File: config.mk
export PLATFORM = sky130hd
export DESIGN_NAME = hsv_to_rgb_converter_top_flat
export DESIGN_NICKNAME = d
export VERILOG_FILES = /design/src/hw/rtl/hsv2rgb_pkg.sv /design/src/hw/rtl/hsv2rgb_if.sv /design/src/hw/rtl/hsv_to_rgb_converter_top.sv /design/src/hw/rtl/hsv2rgb_chan.sv /design/src/flat_wrapper.sv
export SDC_FILE = /design/constraint.sdc
export NUM_CORES = 1
export LEC_CHECK = 0
export BUFFER_PORTS_ARGS = -buffer_cell sky130_fd_sc_hd__buf_2
export CAP_MARGIN = 20
export CORE_MARGIN = 2
export CORE_UTILIZATION = 35
export CTS_CLUSTER_SIZE = 16
export DETAILED_ROUTE_END_ITERATION = 10
export MAX_ROUTING_LAYER = met4
export PLACE_DENSITY = 0.49
export REMOVE_ABC_BUFFERS = 1
export SLEW_MARGIN = 0
export SYNTH_ARGS = -nofsm -noshare
export SYNTH_HDL_FRONTEND = slang
export SYNTH_SLANG_ARGS = --single-unit
File: constraint.sdc
create_clock -name clk_i -period 8.3 [get_ports clk_i]
set_input_delay 0.83 -clock clk_i [delete_from_list [all_inputs] [get_ports clk_i]]
set_output_delay 0.83 -clock clk_i [all_outputs]
set_load 0.02 [all_outputs]
File: src/hw/rtl/hsv2rgb_pkg.sv
// ----------------------------------------------------------------------------
// hsv2rgb_pkg
// Shared widths, constants and types of the HSV to RGB converter.
// ----------------------------------------------------------------------------
`default_nettype none

package hsv2rgb_pkg;

  localparam int unsigned HueW   = 9;
  localparam int unsigned SatW   = 9;
  localparam int unsigned ValW   = 9;
  localparam int unsigned ChanW  = 8;
  localparam int unsigned KW     = 6;   // remainder within a sector, 0..59
  localparam int unsigned TermW  = 15;  // sat * k and sat * (60 - k)
  localparam int unsigned XW     = 17;  // signed term, units of 1/15360
  localparam int unsigned XPosW  = 14;  // positive term, at most 15360
  localparam int unsigned ProdW  = 23;  // value * term
  localparam int unsigned ScaleW = 28;  // 17 * value * term
  localparam int unsigned ShiftR = 18;  // 255 / 3932160 == 17 / 2^18

  localparam int unsigned SectorDeg = 60;
  localparam logic [HueW-1:0] HueWrap = 9'd360;
  localparam logic signed [XW-1:0] FullX = 17'sd15360;
  localparam logic signed [XW-1:0] UnitSat = 17'sd256;
  localparam logic [ChanW-1:0] ChanMax = 8'd255;

  typedef enum logic [2:0] {
    SecRedYel = 3'd0,
    SecYelGrn = 3'd1,
    SecGrnCyn = 3'd2,
    SecCynBlu = 3'd3,
    SecBluMag = 3'd4,
    SecMagRed = 3'd5
  } sector_e;

  // stage advance enables handed to the channel slices
  typedef struct packed {
    logic en_mul;
    logic en_out;
  } adv_t;

endpackage

`default_nettype wire

File: src/hw/rtl/hsv2rgb_if.sv
// ----------------------------------------------------------------------------
// hsv2rgb_if
// Request channels of the converter: HSV in, RGB out.
// ----------------------------------------------------------------------------
`default_nettype none

interface hsv2rgb_in_if;
  logic                          valid;
  logic                          ready;
  logic [hsv2rgb_pkg::HueW-1:0]  hue;
  logic [hsv2rgb_pkg::SatW-1:0]  saturation;
  logic [hsv2rgb_pkg::ValW-1:0]  brightness_value;

  modport source (output valid, hue, saturation, brightness_value, input ready);
  modport sink   (input valid, hue, saturation, brightness_value, output ready);
endinterface

interface hsv2rgb_out_if;
  logic                          valid;
  logic                          ready;
  logic [hsv2rgb_pkg::ChanW-1:0] red;
  logic [hsv2rgb_pkg::ChanW-1:0] green;
  logic [hsv2rgb_pkg::ChanW-1:0] blue;

  modport source (output valid, red, green, blue, input ready);
  modport sink   (input valid, red, green, blue, output ready);
endinterface

`default_nettype wire

File: src/hw/rtl/hsv_to_rgb_converter_top.sv
// ----------------------------------------------------------------------------
// hsv_to_rgb_converter_top
// Stateless HSV to 8-bit RGB converter, four register stages.
// ----------------------------------------------------------------------------
// Stages: an accepted request passes, in order, the register stages
//   sector split, term select, multiply and scale/clamp.
// Throughput: one request per cycle; the per-channel 9x14 multiplier sets
//   the stage depth. A stall on the output holds the full stages in place
//   while empty stages upstream still fill.
// Reset: rst_ni clears the stage valid bits only; no other state is kept.
// ----------------------------------------------------------------------------
`default_nettype none

module hsv_to_rgb_converter_top (
  input  wire              clk_i,
  input  wire              rst_ni,
  hsv2rgb_in_if.sink       hsv_i,
  hsv2rgb_out_if.source    rgb_o
);

  // --------------------------------------------------------------------------
  // Pipeline control: a stage loads when it is empty or its content moves on.
  // --------------------------------------------------------------------------
  logic v1_q, v2_q, v3_q, v4_q;
  logic en1, en2, en3, en4;

  assign en4 = !v4_q || rgb_o.ready;
  assign en3 = !v3_q || en4;
  assign en2 = !v2_q || en3;
  assign en1 = !v1_q || en2;

  assign hsv_i.ready = en1;

  always_ff @(posedge clk_i or negedge rst_ni) begin
    if (!rst_ni) begin
      v1_q <= 1'b0;
      v2_q <= 1'b0;
      v3_q <= 1'b0;
      v4_q <= 1'b0;
    end else begin
      if (en1) begin
        v1_q <= hsv_i.valid;
      end
      if (en2) begin
        v2_q <= v1_q;
      end
      if (en3) begin
        v3_q <= v2_q;
      end
      if (en4) begin
        v4_q <= v3_q;
      end
    end
  end

  // --------------------------------------------------------------------------
  // Stage 1: fold hue into 0..359, split into sector and remainder k.
  // Hue 360..511 wraps once.
  // --------------------------------------------------------------------------
  logic [hsv2rgb_pkg::HueW-1:0] hue_w;
  logic [hsv2rgb_pkg::HueW-1:0] base;
  hsv2rgb_pkg::sector_e         sec_d, sec1_q;
  logic [hsv2rgb_pkg::KW-1:0]   k_d, k1_q;
  logic [hsv2rgb_pkg::SatW-1:0] sat1_q;
  logic [hsv2rgb_pkg::ValW-1:0] val1_q;

  assign hue_w = (hsv_i.hue >= hsv2rgb_pkg::HueWrap) ? hsv_i.hue - hsv2rgb_pkg::HueWrap
                                                     : hsv_i.hue;

  always_comb begin
    if (hue_w >= hsv2rgb_pkg::HueW'(5 * hsv2rgb_pkg::SectorDeg)) begin
      sec_d = hsv2rgb_pkg::SecMagRed;
      base  = hsv2rgb_pkg::HueW'(5 * hsv2rgb_pkg::SectorDeg);
    end else if (hue_w >= hsv2rgb_pkg::HueW'(4 * hsv2rgb_pkg::SectorDeg)) begin
      sec_d = hsv2rgb_pkg::SecBluMag;
      base  = hsv2rgb_pkg::HueW'(4 * hsv2rgb_pkg::SectorDeg);
    end else if (hue_w >= hsv2rgb_pkg::HueW'(3 * hsv2rgb_pkg::SectorDeg)) begin
      sec_d = hsv2rgb_pkg::SecCynBlu;
      base  = hsv2rgb_pkg::HueW'(3 * hsv2rgb_pkg::SectorDeg);
    end else if (hue_w >= hsv2rgb_pkg::HueW'(2 * hsv2rgb_pkg::SectorDeg)) begin
      sec_d = hsv2rgb_pkg::SecGrnCyn;
      base  = hsv2rgb_pkg::HueW'(2 * hsv2rgb_pkg::SectorDeg);
    end else if (hue_w >= hsv2rgb_pkg::HueW'(hsv2rgb_pkg::SectorDeg)) begin
      sec_d = hsv2rgb_pkg::SecYelGrn;
      base  = hsv2rgb_pkg::HueW'(hsv2rgb_pkg::SectorDeg);
    end else begin
      sec_d = hsv2rgb_pkg::SecRedYel;
      base  = '0;
    end
  end

  assign k_d = hsv2rgb_pkg::KW'(hue_w - base);

  always_ff @(posedge clk_i) begin
    if (en1) begin
      sec1_q <= sec_d;
      k1_q   <= k_d;
      sat1_q <= hsv_i.saturation;
      val1_q <= hsv_i.brightness_value;
    end
  end

  // --------------------------------------------------------------------------
  // Stage 2: form p, q, t in units of 1/15360 (v is the full unit) and route
  // them to the channels by sector. Saturation above 1.0 can push a term
  // negative; the channel slice turns that into zero.
  // --------------------------------------------------------------------------
  logic [hsv2rgb_pkg::KW-1:0]           k_c;
  logic [hsv2rgb_pkg::TermW-1:0]        sk, skc;
  logic signed [hsv2rgb_pkg::XW-1:0]    sat_diff, xp, xq, xt;
  logic signed [hsv2rgb_pkg::XW-1:0]    xr_d, xg_d, xb_d, xr_q, xg_q, xb_q;
  logic [hsv2rgb_pkg::ValW-1:0]         val2_q;

  assign k_c      = hsv2rgb_pkg::KW'(hsv2rgb_pkg::SectorDeg) - k1_q;
  assign sk       = hsv2rgb_pkg::TermW'(sat1_q) * hsv2rgb_pkg::TermW'(k1_q);
  assign skc      = hsv2rgb_pkg::TermW'(sat1_q) * hsv2rgb_pkg::TermW'(k_c);
  assign sat_diff = hsv2rgb_pkg::UnitSat - signed'(hsv2rgb_pkg::XW'(sat1_q));
  assign xp       = hsv2rgb_pkg::XW'(sat_diff * signed'(hsv2rgb_pkg::XW'(
                      hsv2rgb_pkg::SectorDeg)));
  assign xq       = hsv2rgb_pkg::FullX - signed'(hsv2rgb_pkg::XW'(sk));
  assign xt       = hsv2rgb_pkg::FullX - signed'(hsv2rgb_pkg::XW'(skc));

  always_comb begin
    case (sec1_q)
      hsv2rgb_pkg::SecRedYel: begin
        xr_d = hsv2rgb_pkg::FullX; xg_d = xt; xb_d = xp;
      end
      hsv2rgb_pkg::SecYelGrn: begin
        xr_d = xq; xg_d = hsv2rgb_pkg::FullX; xb_d = xp;
      end
      hsv2rgb_pkg::SecGrnCyn: begin
        xr_d = xp; xg_d = hsv2rgb_pkg::FullX; xb_d = xt;
      end
      hsv2rgb_pkg::SecCynBlu: begin
        xr_d = xp; xg_d = xq; xb_d = hsv2rgb_pkg::FullX;
      end
      hsv2rgb_pkg::SecBluMag: begin
        xr_d = xt; xg_d = xp; xb_d = hsv2rgb_pkg::FullX;
      end
      default: begin
        xr_d = hsv2rgb_pkg::FullX; xg_d = xp; xb_d = xq;
      end
    endcase
  end

  always_ff @(posedge clk_i) begin
    if (en2) begin
      xr_q   <= xr_d;
      xg_q   <= xg_d;
      xb_q   <= xb_d;
      val2_q <= val1_q;
    end
  end

  // --------------------------------------------------------------------------
  // Stages 3 and 4: per-channel multiply, then * 255 / 3932160 (== * 17 >> 18)
  // with saturation at 255.
  // --------------------------------------------------------------------------
  hsv2rgb_pkg::adv_t adv;

  assign adv.en_mul = en3;
  assign adv.en_out = en4;

  hsv2rgb_chan u_red (
    .clk_i  (clk_i),
    .adv_i  (adv),
    .val_i  (val2_q),
    .x_i    (xr_q),
    .chan_o (rgb_o.red)
  );

  hsv2rgb_chan u_green (
    .clk_i  (clk_i),
    .adv_i  (adv),
    .val_i  (val2_q),
    .x_i    (xg_q),
    .chan_o (rgb_o.green)
  );

  hsv2rgb_chan u_blue (
    .clk_i  (clk_i),
    .adv_i  (adv),
    .val_i  (val2_q),
    .x_i    (xb_q),
    .chan_o (rgb_o.blue)
  );

  assign rgb_o.valid = v4_q;

endmodule

`default_nettype wire

File: src/hw/rtl/hsv2rgb_chan.sv
// ----------------------------------------------------------------------------
// hsv2rgb_chan
// One color channel: value * term, then * 17 >> 18 with clamp to 0..255.
// ----------------------------------------------------------------------------
`default_nettype none

module hsv2rgb_chan (
  input  wire                                   clk_i,
  input  hsv2rgb_pkg::adv_t                     adv_i,
  input  wire        [hsv2rgb_pkg::ValW-1:0]    val_i,
  input  wire signed [hsv2rgb_pkg::XW-1:0]      x_i,
  output logic       [hsv2rgb_pkg::ChanW-1:0]   chan_o
);

  logic [hsv2rgb_pkg::XPosW-1:0]  x_pos;
  logic [hsv2rgb_pkg::ProdW-1:0]  prod_d, prod_q;
  logic [hsv2rgb_pkg::ScaleW-1:0] scaled;
  logic [hsv2rgb_pkg::ScaleW-hsv2rgb_pkg::ShiftR-1:0] quot;
  logic [hsv2rgb_pkg::ChanW-1:0]  chan_d, chan_q;

  // non-positive term gives a black channel
  assign x_pos  = (x_i <= 0) ? '0 : x_i[hsv2rgb_pkg::XPosW-1:0];
  assign prod_d = hsv2rgb_pkg::ProdW'(val_i) * hsv2rgb_pkg::ProdW'(x_pos);

  // 17 * p as shift-add
  assign scaled = {prod_q, 4'b0000} + hsv2rgb_pkg::ScaleW'(prod_q);
  assign quot   = scaled[hsv2rgb_pkg::ScaleW-1:hsv2rgb_pkg::ShiftR];
  assign chan_d = (quot > hsv2rgb_pkg::ChanMax) ? hsv2rgb_pkg::ChanMax
                                                : quot[hsv2rgb_pkg::ChanW-1:0];

  always_ff @(posedge clk_i) begin
    if (adv_i.en_mul) begin
      prod_q <= prod_d;
    end
    if (adv_i.en_out) begin
      chan_q <= chan_d;
    end
  end

  assign chan_o = chan_q;

endmodule

`default_nettype wire

File: src/flat_wrapper.sv
// flat-port wrapper written by rule: the top's interface ports become plain ports
module hsv_to_rgb_converter_top_flat 
  (clk_i, rst_ni, hsv_i_valid, hsv_i_hue, hsv_i_saturation, hsv_i_brightness_value, hsv_i_ready, rgb_o_valid, rgb_o_red, rgb_o_green, rgb_o_blue, rgb_o_ready);
  hsv2rgb_in_if hsv_i_i ();
  hsv2rgb_out_if rgb_o_i ();
  input  wire clk_i;
  input  wire rst_ni;
  input wire logic [$bits(hsv_i_i.valid)-1:0] hsv_i_valid;
  input wire logic [$bits(hsv_i_i.hue)-1:0] hsv_i_hue;
  input wire logic [$bits(hsv_i_i.saturation)-1:0] hsv_i_saturation;
  input wire logic [$bits(hsv_i_i.brightness_value)-1:0] hsv_i_brightness_value;
  output wire logic [$bits(hsv_i_i.ready)-1:0] hsv_i_ready;
  output wire logic [$bits(rgb_o_i.valid)-1:0] rgb_o_valid;
  output wire logic [$bits(rgb_o_i.red)-1:0] rgb_o_red;
  output wire logic [$bits(rgb_o_i.green)-1:0] rgb_o_green;
  output wire logic [$bits(rgb_o_i.blue)-1:0] rgb_o_blue;
  input wire logic [$bits(rgb_o_i.ready)-1:0] rgb_o_ready;
  assign hsv_i_i.valid = hsv_i_valid;
  assign hsv_i_i.hue = hsv_i_hue;
  assign hsv_i_i.saturation = hsv_i_saturation;
  assign hsv_i_i.brightness_value = hsv_i_brightness_value;
  assign hsv_i_ready = hsv_i_i.ready;
  assign rgb_o_valid = rgb_o_i.valid;
  assign rgb_o_red = rgb_o_i.red;
  assign rgb_o_green = rgb_o_i.green;
  assign rgb_o_blue = rgb_o_i.blue;
  assign rgb_o_i.ready = rgb_o_ready;
  hsv_to_rgb_converter_top u_core (.clk_i(clk_i), .rst_ni(rst_ni), .hsv_i(hsv_i_i), .rgb_o(rgb_o_i));
endmodule
; Yosys cells after proc, flatten, opt, wreduce, memory -nomap -nowiden
; Index checks and enable logic that the tools add are counted.
[classes]
multipliers = 6
order_cmp = 12
mux = 16
n_reduce_logical = 14
eq_ne = 4
add_sub_neg = 9
[ops]
columns = operator, n
row1 = 17-bit one-hot mux with 3 select lines, 3
row2 = 27-bit by 23-bit adder with 28-bit output, 3
row3 = 9-bit by 14-bit multiplier with 23-bit output, 3
row4 = 17-bit by 1-bit <= comparator with 1-bit output (second input constant), 3
row5 = 14-bit 2-to-1 mux, 3
row6 = 14-bit by 15-bit subtractor with 16-bit output (first input constant), 2
row7 = 10-bit by 8-bit > comparator with 1-bit output (second input constant), 3
row8 = 9-bit by 6-bit multiplier with 15-bit output, 2
row9 = 6-bit 2-to-1 mux, 5
row10 = 9-bit by 8-bit >= comparator with 1-bit output (second input constant), 2
row11 = 9-bit >= comparator (second input constant), 2
row12 = 17-bit by 5-bit multiplier with 15-bit output (second input constant), 1
row13 = 2-bit OR reduction, 5
row14 = 9-bit by 9-bit subtractor with 10-bit output (first input constant), 1
row15 = 9-bit by 6-bit >= comparator with 1-bit output (second input constant), 1
row16 = 9-bit by 7-bit >= comparator with 1-bit output (second input constant), 1
row17 = 9-bit 2-to-1 mux, 1
row18 = 9-bit subtractor (second input constant), 1
row19 = 3-bit by 2-bit equality test with 1-bit output (second input constant), 2
row20 = 3-bit 2-to-1 mux, 2
row21 = 6-bit subtractor, 1
row22 = 6-bit subtractor (first input constant), 1
row23 = 1-bit zero test, 4
row24 = 1-bit logical OR, 4
row25 = other kinds (4), 5
[totals]
in_bits = 31
reg_bits = 184
word_cells = 80

; Depth between registers and ports, before layout
[logic_depth]
word_depth = 9
mapped_depth = 23
mapped_depth_nobuf = 22

; Cells and area by module
; From an unflattened synthesis, not the netlist that was laid out.
[hier_totals]
cells_unflattened = 2904
area_unflattened_um2 = 26783.2
[modules_own_cells]
columns = module, n_inst, cells_each, area_per_inst_um2, seq_area_each_um2
row1 = hsv2rgb_chan at u_core.u_blue ..., 2, 614, 5614.1, 930.9
row2 = hsv_to_rgb_converter_top, 1, 997, 9585.4, 2712.6
row3 = hsv2rgb_chan at u_core.u_red, 1, 679, 5969.5, 930.9

; Least setup slack after synthesis
; Ideal clock, no wire load.
[synth_path]
kind = register to register
from = reg u_core.xg_q[7] (netlist bit)
to = reg u_core.u_green.prod_q[18] (netlist bit) (data pin)
path_stages_with_launch = 22
synth_period_minus_slack_ns = 5.690
setup_time_ns = 0.272
n_path_buf = 1
path_slack_ns = 2.610
t_arrival_ns = 5.418
cell_sequence = edfxtp_1 nor4_1 a41oi_1 clkbuf_1 and2_1 nand2_1 fa_1 inv_1 fa_1 fa_1 inv_1 fa_1 inv_1 ha_1 a21oi_1 nor2b_1 a311oi_1 a211o_1 nand2_1 a21oi_1 nor3_1 or4b_1
[synth_between]
elab_chain_cells = 3
[synth_lines]
columns = item, line
row1 = start: declaration, hsv_to_rgb_converter_top.sv:111  ; logic signed [hsv2rgb_pkg::XW-1:0] xr_d, xg_d, xb_d, xr_q, xg_q, xb_q;
row2 = start signal: assignment, hsv_to_rgb_converter_top.sv:149  ; xg_q <= xg_d;
row3 = 17-bit by 1-bit <= comparator with 1-bit output, hsv2rgb_chan.sv:22  ; assign x_pos = (x_i <= 0) ? '0 : x_i[hsv2rgb_pkg::XPosW-1:0];
row4 = 14-bit 2-to-1 mux (*), hsv2rgb_chan.sv:22
row5 = 9-bit by 14-bit multiplier with 23-bit output (*), hsv2rgb_chan.sv:23  ; assign prod_d = hsv2rgb_pkg::ProdW'(val_i) * hsv2rgb_pkg::ProdW'(x_pos);
row6 = net u_core.u_green.prod_d (one bit), hsv2rgb_chan.sv:16  ; logic [hsv2rgb_pkg::ProdW-1:0] prod_d, prod_q;
row7 = end signal: assignment, hsv2rgb_chan.sv:33  ; prod_q <= prod_d;
row8 = end: declaration, hsv2rgb_chan.sv:16
; Mark *: on every way through the listed nets, which the timed path passes. The rest lies on a longest branch.
; A chain may end at the register's enable or synchronous reset.

; Worst setup path after layout
[layout_path]
from = reg u_core.xr_q[2] (netlist bit)
to = reg u_core.u_red.prod_q[21] (netlist bit) (data pin)
[layout_between]
elab_chain_cells = 3
[layout_lines]
columns = item, line
row1 = start: declaration, hsv_to_rgb_converter_top.sv:111
row2 = start signal: assignment, hsv_to_rgb_converter_top.sv:148  ; xr_q <= xr_d;
row3 = 17-bit by 1-bit <= comparator with 1-bit output, hsv2rgb_chan.sv:22
row4 = 14-bit 2-to-1 mux (*), hsv2rgb_chan.sv:22
row5 = 9-bit by 14-bit multiplier with 23-bit output (*), hsv2rgb_chan.sv:23
row6 = net u_core.u_red.prod_d (one bit), hsv2rgb_chan.sv:16
row7 = end signal: assignment, hsv2rgb_chan.sv:33
row8 = end: declaration, hsv2rgb_chan.sv:16
; Marks and branches as above.

==> impl_metrics.csv <==
group,metric,value,unit
status,outcome,"complete, no violations",
placement,dp_hpwl,49700,um
clock_network,cts_root_buf,"clkbuf_16",
finish,seqCellArea,5510,sq um
global_routing,grt_pass1_vias,19700,
clock_network,cts.sinks,184,
yosys,synth-compound-area-share,9.57,%
setup_path,critPathMaxFanout,53,
clock_network,cts_resized,0,
run,maxCapViolations,0,
setup_path,worstSetupPathType,"flip-flop to flip-flop",
floorplan,dieHeight,276,um
setup_path,rr_endpoint,"u_core.u_red.prod_q[21]$_DFFE_PP_",
yosys,syn_inst,2767,
yosys,synth.mux.area_fraction,0.275,%
timing,fin_ws,1.94,ns
clock_network,clockBufferDepth,2,
finish,multiInputGateArea,18200,sq um
drt,wl_per_cell,16.6,um
drt,highest_layer,"met4",
timing,period_share,76.6,%
timing,finalSetupTns,0,ns
finish,insertedDiodeCount,0,
finish,drive_above_1_share,4.68,%
setup_path,cp_slowest_cell,"a2111oi_0",
drt,vias_per_cell,5.02,
placement,pre_cts_ws,1.96,ns
placement,portBuffers,56,
timing,fmax,0.157,GHz
yosys,synth_cell_types,77,
setup_path,crit_path_end,"u_core.u_red.prod_q[21]$_DFFE_PP_",
worst_hold_path,hold_class,"input port to asynchronous set/reset pin",
placement,gp_congestion,0.863,
floorplan,start_util,35.5,%
setup_path,startpoint_type,"flip-flop",
timing,skew,0.0190,ns
clock_network,clk_pin_slew_worst_paths,0.07,ns
finish,nets,3414,
setup_path,crit_path_end_kind,"flip-flop",
drt,met2_length,30100,um
yosys,synth_top_family_by_area,"adder cells",
drt,wl_met3,1550,um
setup_path,ff2ff_path_depth,21,
clock_network,postCtsHoldBufs,0,
global_routing,grt_overflow_total,0,
global_routing,grt_max_degree,71,
drt,ant_nets,0,
timing,final-setup-viol-count,0,
clock_network,clock_latency,0.50,ns
finish,syn2layout_area_growth,7.30,%
yosys,synth_area,25900,sq um
setup_path,cpPeakStageDelay,0.58,ns
finish,fill_cells,7401,
drt,wl_met1,29400,um
global_routing,grt_pass1_wl,104000,um
yosys,ys_ff_latch,184,
drt,drc,0,
yosys,ys_seq_area_share,21.2,%
timing,rsz0062_at_grt,"no",
timing,hold_viol_final,0,
timing,maxSlewHeadroom,32.8,%
setup_path,r2r-start,"u_core.xr_q[2]$_DFFE_PP_",
clock_network,cts_tree,"built",
timing,drv_slew,0,
drt,vias,18800,
drt,first_pass_iters,6,
timing,tightest_slew,1.01,ns
floorplan,pin_count,57,
clock_network,cts_buffers,17,
drt,drtIter0Drc,942,
yosys,yosys.area_share.simple,17.0,%
global_routing,antenna_found_initial,0,
yosys,synthArstFlopShare,2.17,%
yosys,synth_fa_ha_area_share,39.3,%
clock_network,post-cts-setup-buffer-count,0,
setup_path,worstPathCellList,"nor4_1 > a41oi_2 > buf_4 > and2_1 > nand2_1 > fa_1 > inv_1 > fa_1 > ha_1 > inv_1 > fa_1 > inv_1 > ha_1 > a211oi_1 > o21ai_0 > o311a_1 > a311oi_1 > nor3_1 > a2111oi_0 > o21ai_0 > xor2_1",
floorplan,die_width,276,um
clock_network,h-tree-depth,4,
yosys,synth_edf_count,180,
drt,routed_wl,62000,um
setup_path,setup.worst_path.start,"u_core.xr_q[2]$_DFFE_PP_",
setup_path,r2r_setup_slack,1.94,ns
yosys,synth_xor_area_share,3.79,%
global_routing,gr-usage-all-layers,17.4,%
floorplan,rows,99,
floorplan,core,73100,sq um
yosys,yosys_most_used_dff,"edfxtp_1",
floorplan,die_area,76300,sq um
yosys,ys_warn_count,0,
yosys,synth.avg_cell_area,9.37,sq um
setup_path,arrival,6.60,ns
timing,period_minus_slack,6.36,ns
setup_path,cp.required,8.54,ns
-- logic make-up (layout without fill, tap and decap cells) --
group | Yosys count | in the layout
AO/OA/AOI/OAI | 379 | 379
XOR/XNOR | 110 | 110
adder cells (fa/ha/maj) | 618 | 618
buffers and inverters | 609 | 621
flip-flops | 184 | 184
multiplexers | 7 | 7
AND/OR/NAND/NOR | 860 | 860
-- synth_stat cells (5+ instances only) --
master / instances / area [sq um]
edfxtp_1: 180 / 5410
xnor2_1: 69 / 604
nand3_1: 26 / 130
a21o_1: 24 / 180
a21oi_1: 90 / 450
and3_1: 136 / 851
nor3_1: 34 / 170
o221ai_1: 5 / 43.8
fa_1: 328 / 6570
o21a_1: 24 / 180
a41oi_1: 6 / 52.6
o21bai_1: 12 / 90.1
a211oi_1: 18 / 135
o31ai_1: 12 / 90.1
a31oi_1: 15 / 93.8
clkbuf_1: 92 / 345
a22oi_1: 9 / 67.6
nand4_1: 13 / 81.3
o22ai_1: 8 / 50.1
o311ai_0: 5 / 43.8
or2_2: 6 / 37.5
ha_1: 289 / 3620
nand2_1: 287 / 1080
o31a_1: 6 / 52.6
o21ai_0: 91 / 455
nor2_1: 89 / 334
or3_1: 6 / 37.5
a211o_1: 6 / 52.6
and2_1: 183 / 1140
inv_1: 511 / 1920
nor2b_1: 31 / 194
mux2i_1: 6 / 60.1
xor2_1: 40 / 350
nand2b_1: 17 / 106
nor4_1: 16 / 100
-- critical path, delay by kind of cell, from the launching register on --
family,cells,cell delay (ns)
adders and majority gates,5,1.93
buffers and inverters,4,0.45
xor gates and xnor gates,1,0.17
DFF,1,0.50
and+or+nand+nor,4,0.85
AOI/OAI and AO/OA,7,2.17
-- placed cells by master (no fill, tap or decap), types with 6 or more instances in the layout --
| master | instances |
|---|---|
| inv_1 | 511 |
| fa_1 | 328 |
| ha_1 | 289 |
| nand2_1 | 286 |
| and2_1 | 183 |
| edfxtp_1 | 180 |
| and3_1 | 136 |
| o21ai_0 | 91 |
| a21oi_1 | 90 |
| nor2_1 | 89 |
| xnor2_1 | 69 |
| buf_2 | 56 |
| xor2_1 | 40 |
| nor3_1 | 34 |
| nor2b_1 | 31 |
| nand3_1 | 25 |
| a21o_1 | 24 |
| o21a_1 | 24 |
| buf_4 | 19 |
| a211oi_1 | 18 |
| nand2b_1 | 17 |
| clkbuf_16 | 17 |
| nor4_1 | 16 |
| a31oi_1 | 15 |
| nand4_1 | 13 |
| o21bai_1 | 12 |
| o31ai_1 | 12 |
| a22oi_1 | 9 |
| o22ai_1 | 8 |
| a211o_1 | 6 |
| mux2i_1 | 6 |
| or3_1 | 6 |
| or2_2 | 6 |
| o31a_1 | 6 |
-- state kept, by name, summed over array words and instances (netlist names) --
| name | flops |
|---|---|
| u_core.v3_q | 1 |
| u_core.v2_q | 1 |
| u_core.u_red.chan_o | 8 |
| u_core.sec1_q | 3 |
| u_core.u_green.prod_q | 23 |
| u_core.val1_q | 9 |
| u_core.u_red.prod_q | 23 |
| u_core.val2_q | 9 |
| u_core.k1_q | 6 |
| u_core.xb_q | 17 |
| u_core.xr_q | 17 |
| u_core.u_blue.chan_o | 8 |
| u_core.v1_q | 1 |
| u_core.u_blue.prod_q | 23 |
| u_core.u_green.chan_o | 8 |
| u_core.sat1_q | 9 |
| u_core.rgb_o.valid | 1 |
| u_core.xg_q | 17 |
-- final cells by class --
cell class                 instances  share of cell area [%]
sequential                       184                    19.8
timing repair buffer              75                    1.52
tap                              959                    4.31
multi-input combinational       1974                    65.3
clock inverter                    14                   0.585
inverter                         514                    6.94
clock buffer                      18                    1.54
-- stage by stage --
step,hold WS [ns],area [sq um],instances,util (%)
5_1_grt,0.0945,27800,3738,38.1
6_report,0.130,27800,3738,38.1
3_5_place_dp,0.405,27200,3706,37.3
3_3_place_gp,0.408,27200,3706,37.3
2_1_floorplan,0.400,25600,2672,-
4_1_cts,0.0861,27800,3738,38.1
-- per-layer routing --
| layer | GRT usage, % | vias up |
|---|---|---|
| li1 | - | 9072 |
| met1 | 22.7 | 9369 |
| met2 | 28.9 | 266 |
| met3 | 2.15 | 54 |
| met4 | 4.22 | 0 |
| met5 | - | - |
-- worst min-delay path by stage --
stage	start	to	slack [ns]	cells past startpoint
5_1_grt	rst_ni	u_core.v2_q$_DFFE_PN0P_	0.09	1
4_1_cts	rst_ni	u_core.v1_q$_DFFE_PN0P_	0.09	1
3_5_place_dp	u_core.val1_q[5]$_DFFE_PP_	u_core.val2_q[5]$_DFFE_PP_	0.41	0
2_1_floorplan	u_core.val1_q[0]$_DFFE_PP_	u_core.val2_q[0]$_DFFE_PP_	0.40	0
6_report	rst_ni	u_core.v2_q$_DFFE_PN0P_	0.13	1
3_3_place_gp	u_core.val1_q[8]$_DFFE_PP_	u_core.val2_q[8]$_DFFE_PP_	0.41	0
Power is not shown: default switching activity piles up to over one toggle a cycle in this logic, so the estimate is an artifact.
